<file path="src/rtl/smls_pkg.sv">
// Shared types and constants for the segmented load/store unit.
// No dependencies; imported by smls_map and segmented_memory_load_store.
`default_nettype none

package smls_pkg;

    // Width of an exact (unwrapped) store index or region bound.
    localparam int unsigned FULL_W = 33;

    // Operation codes carried on func.
    localparam logic FUNC_LOAD  = 1'b0;
    localparam logic FUNC_STORE = 1'b1;

    // access_size codes.
    localparam logic [1:0] SIZE_BYTE = 2'd0;
    localparam logic [1:0] SIZE_HALF = 2'd1;
    localparam logic [1:0] SIZE_WORD = 2'd2;
    localparam logic [1:0] SIZE_BAD  = 2'd3;

    // status codes.
    localparam logic [1:0] STATUS_OK    = 2'd0;
    localparam logic [1:0] STATUS_SEGV  = 2'd1;
    localparam logic [1:0] STATUS_ALIGN = 2'd2;

    // Configuration register indexes.
    localparam logic [2:0] REG_TEXT_START   = 3'd0;
    localparam logic [2:0] REG_DATA_START   = 3'd1;
    localparam logic [2:0] REG_STACK_TOP    = 3'd2;
    localparam logic [2:0] REG_TEXT_OFFSET  = 3'd3;
    localparam logic [2:0] REG_DATA_OFFSET  = 3'd4;
    localparam logic [2:0] REG_STACK_OFFSET = 3'd5;

    // Region setup plus the two derived upper bounds, kept in step on every write.
    typedef struct packed {
        logic [31:0]       text_start;
        logic [31:0]       data_start;
        logic [31:0]       stack_top;
        logic [15:0]       text_offset;
        logic [15:0]       data_offset;
        logic [15:0]       stack_offset;
        logic [FULL_W-1:0] text_end;   // text start + text length
        logic [FULL_W-1:0] data_end;   // data start + data length
    } smls_cfg_t;

    localparam smls_cfg_t CFG_RESET = '{
        text_start:   32'h0000_0000,
        data_start:   32'h1000_0000,
        stack_top:    32'h8000_0000,
        text_offset:  16'd0,
        data_offset:  16'd16384,
        stack_offset: 16'd32768,
        text_end:     33'h0_0000_4000,
        data_end:     33'h0_1000_4000
    };

    // Address translation result.
    typedef struct packed {
        logic              hit;
        logic [FULL_W-1:0] idx;
    } smls_map_t;

endpackage

`default_nettype wire

</file>
<file path="src/rtl/smls_map.sv">
// Region map: emulated address to exact byte-store index (stack, data, text).
// Depends on smls_pkg.
`default_nettype none

module smls_map
    import smls_pkg::*;
(
    input  wire smls_cfg_t   cfg,
    input  wire logic [31:0] address,
    input  wire logic        is_store,
    output      smls_map_t   res
);

    logic [FULL_W-1:0] a_full;
    logic              in_stack;
    logic              in_data;
    logic              in_text;
    logic [FULL_W-1:0] stack_idx;
    logic [31:0]       data_rel;
    logic [31:0]       text_rel;
    logic [FULL_W-1:0] data_idx;
    logic [FULL_W-1:0] text_idx;

    assign a_full   = {1'b0, address};
    assign in_stack = (a_full >= cfg.data_end) && (address < cfg.stack_top);
    assign in_data  = (address >= cfg.data_start) && (a_full < cfg.data_end);
    assign in_text  = !is_store && (address >= cfg.text_start) && (a_full < cfg.text_end);

    // stack grows down: index counts from stack_top
    assign stack_idx = {1'b0, cfg.stack_top} - a_full + FULL_W'(cfg.stack_offset);

    // relative offsets are below the 16-bit region length when in range
    assign data_rel = address - cfg.data_start;
    assign text_rel = address - cfg.text_start;
    assign data_idx = FULL_W'(cfg.data_offset) + FULL_W'(data_rel[15:0]);
    assign text_idx = FULL_W'(cfg.text_offset) + FULL_W'(text_rel[15:0]);

    always_comb
    begin
        res.hit = in_stack || in_data || in_text;
        if (in_stack)
        begin
            res.idx = stack_idx;
        end
        else if (in_data)
        begin
            res.idx = data_idx;
        end
        else
        begin
            res.idx = text_idx;
        end
    end

endmodule

`default_nettype wire

</file>
<file path="config.mk">
export PLATFORM = sky130hd
export DESIGN_NAME = smls_map
export DESIGN_NICKNAME = d
export VERILOG_FILES = /design/src/rtl/smls_pkg.sv /design/src/rtl/smls_map.sv
export SDC_FILE = /design/constraint.sdc
export NUM_CORES = 1
export LEC_CHECK = 0
export ABC_AREA = 1
export BUFFER_PORTS_ARGS = -buffer_cell sky130_fd_sc_hd__buf_2
export CORE_ASPECT_RATIO = 0.9
export CORE_MARGIN = 4
export CORE_UTILIZATION = 56
export DETAILED_ROUTE_END_ITERATION = 12
export PLACE_DENSITY_LB_ADDON = 0.2
export SYNTH_ARGS = -nofsm -noshare
export SYNTH_HDL_FRONTEND = slang
export SYNTH_SLANG_ARGS = --single-unit
</file>
<file path="constraint.sdc">
create_clock -name vclk -period 3.95
set_input_delay 0.5925 -clock vclk [all_inputs]
set_output_delay 0.5925 -clock vclk [all_outputs]
set_load 0.005 [all_outputs]
</file>
==> results.json, run 1 <==
{
  "cp_data_arrival_time_ns": 3.53,
  "hold_class": "primary input to output pin",
  "worstMarginPinSlew_ns": 0.490,
  "worstHoldEndpoint": "res[32]",
  "timing.fmax_mhz": 242,
  "rows": 46,
  "period_needed_ns": 4.12,
  "clkPwrFrac_pct": 0,
  "routabilityCongestion": 0.945,
  "final_area_um2": 13200,
  "max-vdd-ir-drop_v": 0.000120,
  "final-setup-viol-count": 6,
  "chipHeight_um": 135,
  "swShare_pct": 57.3,
  "crit_type": "primary input to output pin",
  "n_clock_buffer": 0,
  "setup_slack_ns": -0.174,
  "fin_nets": 2593,
  "ys_seq_area_share_pct": 0,
  "dieArea_um2": 20000,
  "cp_top_family": "simple AND/OR/NAND/NOR gates",
  "placedInstanceArea_um2": 12400,
  "drc": 0,
  "synthTopCellsByArea": "ha_1 31%, nand2_1 17%, inv_1 14%",
  "first_global_vias": 11800,
  "drt-total-wl_mm": 36.1,
  "die_x_um": 149,
  "combPwrFrac_pct": 100.0,
  "viasPerCell": 5.37,
  "start_util_pct": 56.9,
  "grt_max_degree": 25,
  "syn_to_final_growth_pct": 32.4,
  "fillCellCount": 1450,
  "path_buf_inv": 5,
  "core_area_um2": 17600,
  "seq_cells": 0,
  "grt-ovfl-total": 0,
  "rsz0062_at_grt": "yes",
  "grt.total_usage_pct": 33.5,
  "cts_hold_buf": 0,
  "drtPass1Iterations": 5,
  "yosysTopAreaCellShare_pct": 30.6,
  "holdCritStartpoint": "cfg[145]",
  "required_ns": 3.36,
  "ant_nets": 0,
  "port-buffer-count": 277,
  "finalHoldViolCount": 0,
  "drive_above_1_share_pct": 26.2,
  "internal_power_uw": 1290,
  "cpMostUsedCell": "nand2_2",
  "pin_count": 277,
  "avgSynthCellArea_um2": 5.90,
  "grt_antenna_before_repair": 4,
  "worst_setup_path_end_kind": "output pin",
  "hold_slack_ns": 1.68,
  "via_count": 12500,
  "synth.most_common_cell": "nand2_1",
  "startpoint_type": "primary input",
  "min_period_over_period_pct": 104,
  "grt_pass1_wl_mm": 55.2,
  "syn_inst": 1694,
  "slowest_stage": "fa_2",
  "drv_slew": 0,
  "max_slew_margin_pct": 67.0,
  "dp.cells": 2304,
  "hpwl_mm": 30.9,
  "cp_max_fo": 4,
  "yosys_warnings": 0,
  "regArea_um2": 0,
  "cap_viol_max_count": 0,
  "min_path_cells": 5,
  "final_cells": 2328,
  "p_seq_share_pct": 0,
  "fin_tns_setup_ns": -0.728,
  "violations": "negative setup slack",
  "synth_nets": 2201,
  "avgRoutedWirePerCell_um": 15.5,
  "power_leakage_uw": 0.00812,
  "synth_top_area_cell": "ha_1",
  "power.density_nw_per_um2": 228,
  "synth.distinct_cells": 41,
  "max_stage_delay_ns": 0.37,
  "switchingPower_uw": 1730,
  "dr.first_iter.drc_count": 803,
  "synth_area_um2": 9990,
  "ys_top_cells_by_count": "442 x nand2_1, 367 x inv_1, 244 x ha_1, 149 x a21oi_1, 125 x nor2_1",
  "status": "finished with violations"
}
area by class of cell:
class | count | area [um^2] | share of cell area, %
multi-input cells | 1318 | 9160 | 69.2
repair buffers | 398 | 2370 | 17.9
inverters | 368 | 1390 | 10.5
well taps | 240 | 300 | 2.27
diodes | 4 | 10.0 | 0.0756
layout by cell type (no fill, tap or decap), types with 6 or more instances in the layout:
cell type / count
a21o_1: 16
a21oi_1: 128
a21oi_2: 19
a31oi_1: 6
buf_2: 269
buf_4: 118
fa_1: 18
ha_1: 223
ha_4: 18
inv_1: 352
inv_2: 14
nand2_1: 412
nand2_2: 37
nand3_1: 73
nand3_2: 10
nand3b_1: 7
nand4_1: 33
nor2_1: 114
nor2_2: 11
nor2_4: 7
nor3_1: 12
nor4_1: 8
o21a_1: 12
o21ai_0: 39
o21bai_1: 15
xnor2_1: 24
xor2_1: 36
power groups by stage:
stage               logic, uW  clock network [uW]  registers, uW
floorplan                1690                   0              0
global placement         2600                   0              0
detailed placement       2650                   0              0
CTS                      2770                   0              0
global route             3330            0.000135              0
finish                   3020            0.000135              0
metal layers:
metal | wire length, um | track usage [%] | part of all wire (%) | up-vias
li1 | - | - | - | 6211
met1 | 14900 | 43.6 | 41 | 5627
met2 | 16200 | 57.0 | 45 | 546
met3 | 3450 | 5.03 | 9.5 | 124
met4 | 1600 | 11.1 | 4.4 | 0
met5 | 0 | 0 | 0 | -
logic make-up after synthesis:
| logic type | share of synthesized area, % |
|---|---|
| fa+ha+maj | 34.6 |
| compound gates | 14.1 |
| simple gates | 31.2 |
| buf+inv | 14.6 |
| xor+xnor | 5.61 |
stage by stage:
stage	setup slack, ns	util, %	power [uW]
finish	-0.174	75.4	3020
floorplan	0.187	-	1690
detailed placement	-0.361	70.7	2650
global route	-0.329	75.4	3330
global placement	-0.242	70.7	2600
CTS	-0.117	72.8	2770
worst max-delay path by stage:
stage	from	to	slack, ns	depth (start not counted)
finish	address[0]	res[15]	-0.17	26
CTS	address[0]	res[15]	-0.12	26
detailed placement	address[0]	res[15]	-0.36	26
global route	cfg[150]	res[16]	-0.33	25
floorplan	address[0]	res[15]	0.19	21
global placement	address[0]	res[15]	-0.24	26
what timing repair did:
item,in CTS,in global routing
setup buffers,10,11
hold endpoints to repair,0,0
pin swaps,41,61
resized for setup,68,95
setup endpoints to repair,10,14
(Power assumes the default switching activity.)
==> run 2, diff against run 1 <==
--- a/config.mk
+++ b/config.mk
@@ -9,7 +9,7 @@
 export BUFFER_PORTS_ARGS = -buffer_cell sky130_fd_sc_hd__buf_2
 export CORE_ASPECT_RATIO = 0.9
 export CORE_MARGIN = 4
-export CORE_UTILIZATION = 56
+export CORE_UTILIZATION = 40
 export DETAILED_ROUTE_END_ITERATION = 12
 export PLACE_DENSITY_LB_ADDON = 0.2
 export SYNTH_ARGS = -nofsm -noshare
==> run 2 against run 1 <==
The run still ends with negative setup slack left. Highest routed layer unchanged. Sequential share of layout area unchanged. Worst hold slack worse by 0.0086 ns. Worst setup slack better by 0.12 ns. Fmax up 3.0%. First-iteration DRC count down 20%. Die area up 38%. Flip-flop and latch count unchanged. Routed wire length up 3.2%. Final area up 1.7%.
==> results.json, run 2 (synthesized netlist as in run 1, its figures left out) <==
{
  "mostFrequentLayoutCell": "nand2_1",
  "worst_setup_path_end_kind": "output pin",
  "drtPass1Iterations": 5,
  "holdCritStartpoint": "cfg[66]",
  "first_global_vias": 11400,
  "grt_util_met1_pct": 35.7,
  "timing.fmax_mhz": 250,
  "hpwl_mm": 33.0,
  "finalHoldViolCount": 0,
  "min_period_over_period_pct": 101,
  "power_leakage_uw": 0.00816,
  "worstMarginPinSlew_ns": 0.543,
  "die_x_um": 175,
  "period_needed_ns": 4.00,
  "syn_to_final_growth_pct": 34.7,
  "cp_max_fo": 4,
  "drc": 0,
  "grt_use_met2_pct": 43.1,
  "cp_data_arrival_time_ns": 3.41,
  "power_uw": 3030,
  "grt_max_degree": 25,
  "max_slew_margin_pct": 63.4,
  "avgRoutedWirePerCell_um": 15.4,
  "final_area_um2": 13500,
  "power.density_nw_per_um2": 225,
  "rsz0062_at_grt": "yes",
  "violations": "negative setup slack",
  "drive_above_1_share_pct": 26.8,
  "start_util_pct": 41.0,
  "drt-total-wl_mm": 37.3,
  "drv_slew": 0,
  "grt_pass1_wl_mm": 56.6,
  "fillCellCount": 2492,
  "seq_cells": 0,
  "core_area_um2": 24400,
  "n_clock_buffer": 0,
  "port-buffer-count": 277,
  "dieArea_um2": 27600,
  "grt-ovfl-total": 0,
  "chipHeight_um": 158,
  "hold_class": "primary input to output pin",
  "fin_nets": 2595,
  "ant_nets": 0,
  "max-vdd-ir-drop_v": 0.0000867,
  "grt_busiest_layer": "met2",
  "grt.total_usage_pct": 25.1,
  "dr.first_iter.drc_count": 641,
  "grt_antenna_before_repair": 4,
  "via_count": 12000,
  "critPathLaunch": "address[0]",
  "viasPerCell": 4.94,
  "grtUsageMet3_pct": 2.03,
  "startpoint_type": "primary input",
  "routabilityCongestion": 0.953,
  "placedInstanceArea_um2": 12600,
  "crit_type": "primary input to output pin",
  "cap_viol_max_count": 0,
  "regArea_um2": 0,
  "final-setup-viol-count": 3,
  "setup_slack_ns": -0.0521,
  "required_ns": 3.36,
  "rows": 54,
  "final_cell_mix": "409 x nand2_1, 353 x inv_1, 268 x buf_2",
  "pin_count": 277,
  "status": "finished with violations"
}
run 2: cell count changes in the layout (fill, tap and decap cells not counted), moves of 3 or more:
| cell | before | now |
|---|---|---|
| a21oi_2 | 19 | 16 |
| a21oi_4 | 2 | 5 |
| diode_2 | 4 | 1 |
| ha_1 | 223 | 218 |
| ha_4 | 18 | 22 |
| nand2_1 | 412 | 409 |
| nand3_1 | 73 | 76 |
| nor2_2 | 11 | 17 |
| nor2_4 | 7 | 3 |
run 2: layer usage:
metal  routed length [um]  vias up
met3                 2110       43
met5                    0        -
met4                  626        0
met2                16900      353
li1                     -     6212
met1                17600     5371
run 2: per-stage QoR:
step	std cells	util, %	TNS, ns	setup slack, ns	hold WS [ns]
global placement	2405	51.5	-1.79	-0.312	1.66
floorplan	1694	-	0	0.187	1.34
detailed placement	2405	51.5	-2.18	-0.320	1.65
global route	2423	55.2	-1.54	-0.242	1.67
CTS	2412	53.0	-0.373	-0.119	1.66
finish	2423	55.2	-0.129	-0.0521	1.68
run 2: final cells by class:
type | count | area (um^2) | share of cell area [%]
antenna | 1 | 2.50 | 0.0186
inverter | 368 | 1390 | 10.3
multi-input combinational | 1318 | 9240 | 68.7
tap | 336 | 420 | 3.12
timing repair buffer | 400 | 2410 | 17.9
run 2: worst paths after layout:
path	endpoint	cells after the start
min	res[0]	5
max	res[13]	26
run 2: what timing repair did:
item / in CTS / in global routing
hold buffers: 0 / 0
pin swaps: 49 / 91
setup endpoints to repair: 11 / 11
buffers inserted: 7 / 11
resized for setup: 71 / 109
cloned: 0 / 0
run 2: where the power goes:
group / total, uW / switching [uW] / internal, uW
sequential: 0 / 0 / 0
combinational: 3030 / 1720 / 1310
clock: 0.0000339 / 0 / 0.0000339
total: 3030 / 1720 / 1310
run 2: critical path, cell delays in order:
cell,delay [ns]
buf_8,0.07
inv_4,0.04
ha_4,0.15
fa_2,0.35
inv_2,0.07
nand3_2,0.06
nand2_2,0.08
nand2_2,0.05
nand2_2,0.07
nand2_2,0.06
nand2_2,0.08
a21oi_2,0.07
xor2_1,0.14
ha_1,0.35
nand2_1,0.08
nand2_1,0.06
o21bai_1,0.19
a21oi_2,0.15
nand2_1,0.07
nand2_1,0.06
nand2_1,0.04
inv_1,0.04
nand3_1,0.12
nand3_1,0.10
nand2_1,0.10
buf_2,0.15
==> run 3, diff against run 2 <==
--- a/config.mk
+++ b/config.mk
@@ -5,7 +5,6 @@
 export SDC_FILE = /design/constraint.sdc
 export NUM_CORES = 1
 export LEC_CHECK = 0
-export ABC_AREA = 1
 export BUFFER_PORTS_ARGS = -buffer_cell sky130_fd_sc_hd__buf_2
 export CORE_ASPECT_RATIO = 0.9
 export CORE_MARGIN = 4
==> run 3 against run 2 <==
The flow still finishes with violations (negative setup slack). Largest power group unchanged. Fmax decreased by 14%. Cell count decreased by 14%. Highest routed layer unchanged. Die area decreased by 9.2%. Clock-buffer cell count unchanged. Final area increased by 2.3%.
==> results.json, run 3 <==
{
  "rsz0062_at_grt": "yes",
  "viasPerCell": 5.18,
  "final_cells": 2083,
  "cp_data_arrival_time_ns": 4.08,
  "avgRoutedWirePerCell_um": 16.9,
  "mostFrequentLayoutCell": "buf_2",
  "dp.cells": 2050,
  "die_x_um": 166,
  "period_needed_ns": 4.67,
  "worst_setup_path_end_kind": "output pin",
  "finalHoldViolCount": 0,
  "drv_slew": 0,
  "crit_type": "primary input to output pin",
  "n_clock_buffer": 0,
  "ys_seq_area_share_pct": 0,
  "synth_area_um2": 9030,
  "final-setup-viol-count": 24,
  "setup_slack_ns": -0.720,
  "power.density_nw_per_um2": 240,
  "pin_count": 277,
  "cts_hold_buf": 0,
  "hold_class": "primary input to output pin",
  "core_area_um2": 21900,
  "drc": 0,
  "grt_pass1_wl_mm": 53.3,
  "synth.distinct_cells": 70,
  "hpwl_mm": 30.8,
  "ys_top_cells_by_count": "247 x inv_1, 244 x ha_1, 119 x a21oi_1, 81 x nor2_1, 60 x nand2_1",
  "violations": "negative setup slack",
  "synth_top_area_cell": "ha_1",
  "grt_max_degree": 22,
  "min_period_over_period_pct": 118,
  "synth.most_common_cell": "inv_1",
  "seq_cells": 0,
  "worstMarginPinSlew_ns": 0.532,
  "synthTopCellsByArea": "ha_1 34%, inv_1 10%, a21oi_1 6.6%",
  "ant_nets": 0,
  "port-buffer-count": 277,
  "startpoint_type": "primary input",
  "power_leakage_uw": 0.00767,
  "max-vdd-ir-drop_v": 0.000214,
  "syn_to_final_growth_pct": 52.5,
  "synth_nets": 1762,
  "dr.first_iter.drc_count": 608,
  "hold_slack_ns": 1.64,
  "pre_cts_ws_ns": -0.858,
  "cp_max_fo": 3,
  "regArea_um2": 0,
  "fin_nets": 2296,
  "via_count": 10800,
  "yosys_warnings": 0,
  "final_cell_mix": "272 x buf_2, 246 x buf_4, 235 x inv_1",
  "drtPass1Iterations": 5,
  "rows": 51,
  "drive_above_1_share_pct": 39.0,
  "power_uw": 3300,
  "chipHeight_um": 151,
  "cap_viol_max_count": 0,
  "required_ns": 3.36,
  "start_util_pct": 41.3,
  "drt-total-wl_mm": 35.3,
  "placedInstanceArea_um2": 12700,
  "grt.total_usage_pct": 26.1,
  "grt_antenna_before_repair": 5,
  "status": "finished with violations",
  "max_slew_margin_pct": 63.6,
  "final_area_um2": 13800,
  "avgSynthCellArea_um2": 7.20,
  "routabilityCongestion": 0.940,
  "syn_inst": 1255,
  "timing.fmax_mhz": 214,
  "dieArea_um2": 25000,
  "first_global_vias": 10400,
  "grt-ovfl-total": 0,
  "yosysTopAreaCellShare_pct": 33.8
}
## run 3: path summary, 6_finish.rpt
kind	startpoint	end	slack, ns	cells past startpoint
worst max-delay path	address[1]	res[15]	-0.72	21
worst min-delay path	cfg[66]	res[0]	1.64	5
## run 3: final cells by class
cell class / count / area, um^2
Antenna cell: 5 / 12.5
Fill cell: 2019 / 8120
Inverter: 247 / 943
Multi-Input combinational cell: 998 / 8920
Tap cell: 291 / 364
Timing Repair Buffer: 542 / 3530
## run 3: power by group
part           switching, uW  leakage [uW]  internal (uW)  total (uW)
clock                      0  0.0000000317       0.000170    0.000170
combinational           1640       0.00767           1670        3300
sequential                 0             0              0           0
## run 3: cell families after synthesis
kind of cell	Yosys count	synth area share, %
AOI/OAI and AO/OA	353	25.7
xor gates and xnor gates	67	6.50
adders and majority gates	264	38.2
buffers and inverters	257	10.9
muxes	24	2.72
and+or+nand+nor	290	15.9
## run 3: timing repair
item / in CTS / in global routing
resized for setup: 106 / 69
setup endpoints to repair: 32 / 32
pin swaps: 97 / 74
setup buffers: 17 / 13
## run 3: metrics by stage
step / TNS [ns] / util (%)
final: -7.21 / 62.9
after global routing: -10.83 / 62.9
after CTS: -5.26 / 60.8
after detailed placement: -10.49 / 57.9
after global placement: -9.99 / 57.9
after floorplan: -0.188 / -
## run 3: routing by layer
layer	share of wire, %	track usage, %
met4	1.4	4.21
met3	5.9	3.07
met5	0	0
met1	46	36.9
met2	46	43.5
## run 3: critical path: stages
cell and delay, ns:
buf_8 0.10, buf_6 0.11, ha_4 0.21, nor2b_4 0.12, o21ai_2 0.15, a21boi_2 0.07
o211ai_1 0.24, nand2_1 0.10, a21oi_2 0.14, xnor2_1 0.08, ha_1 0.32, a21oi_2 0.18
buf_4 0.15, o31ai_4 0.07, a41o_1 0.24, a2111o_1 0.38, a31oi_1 0.14, o21bai_1 0.10
xnor2_1 0.13, o311ai_1 0.26, buf_2 0.19
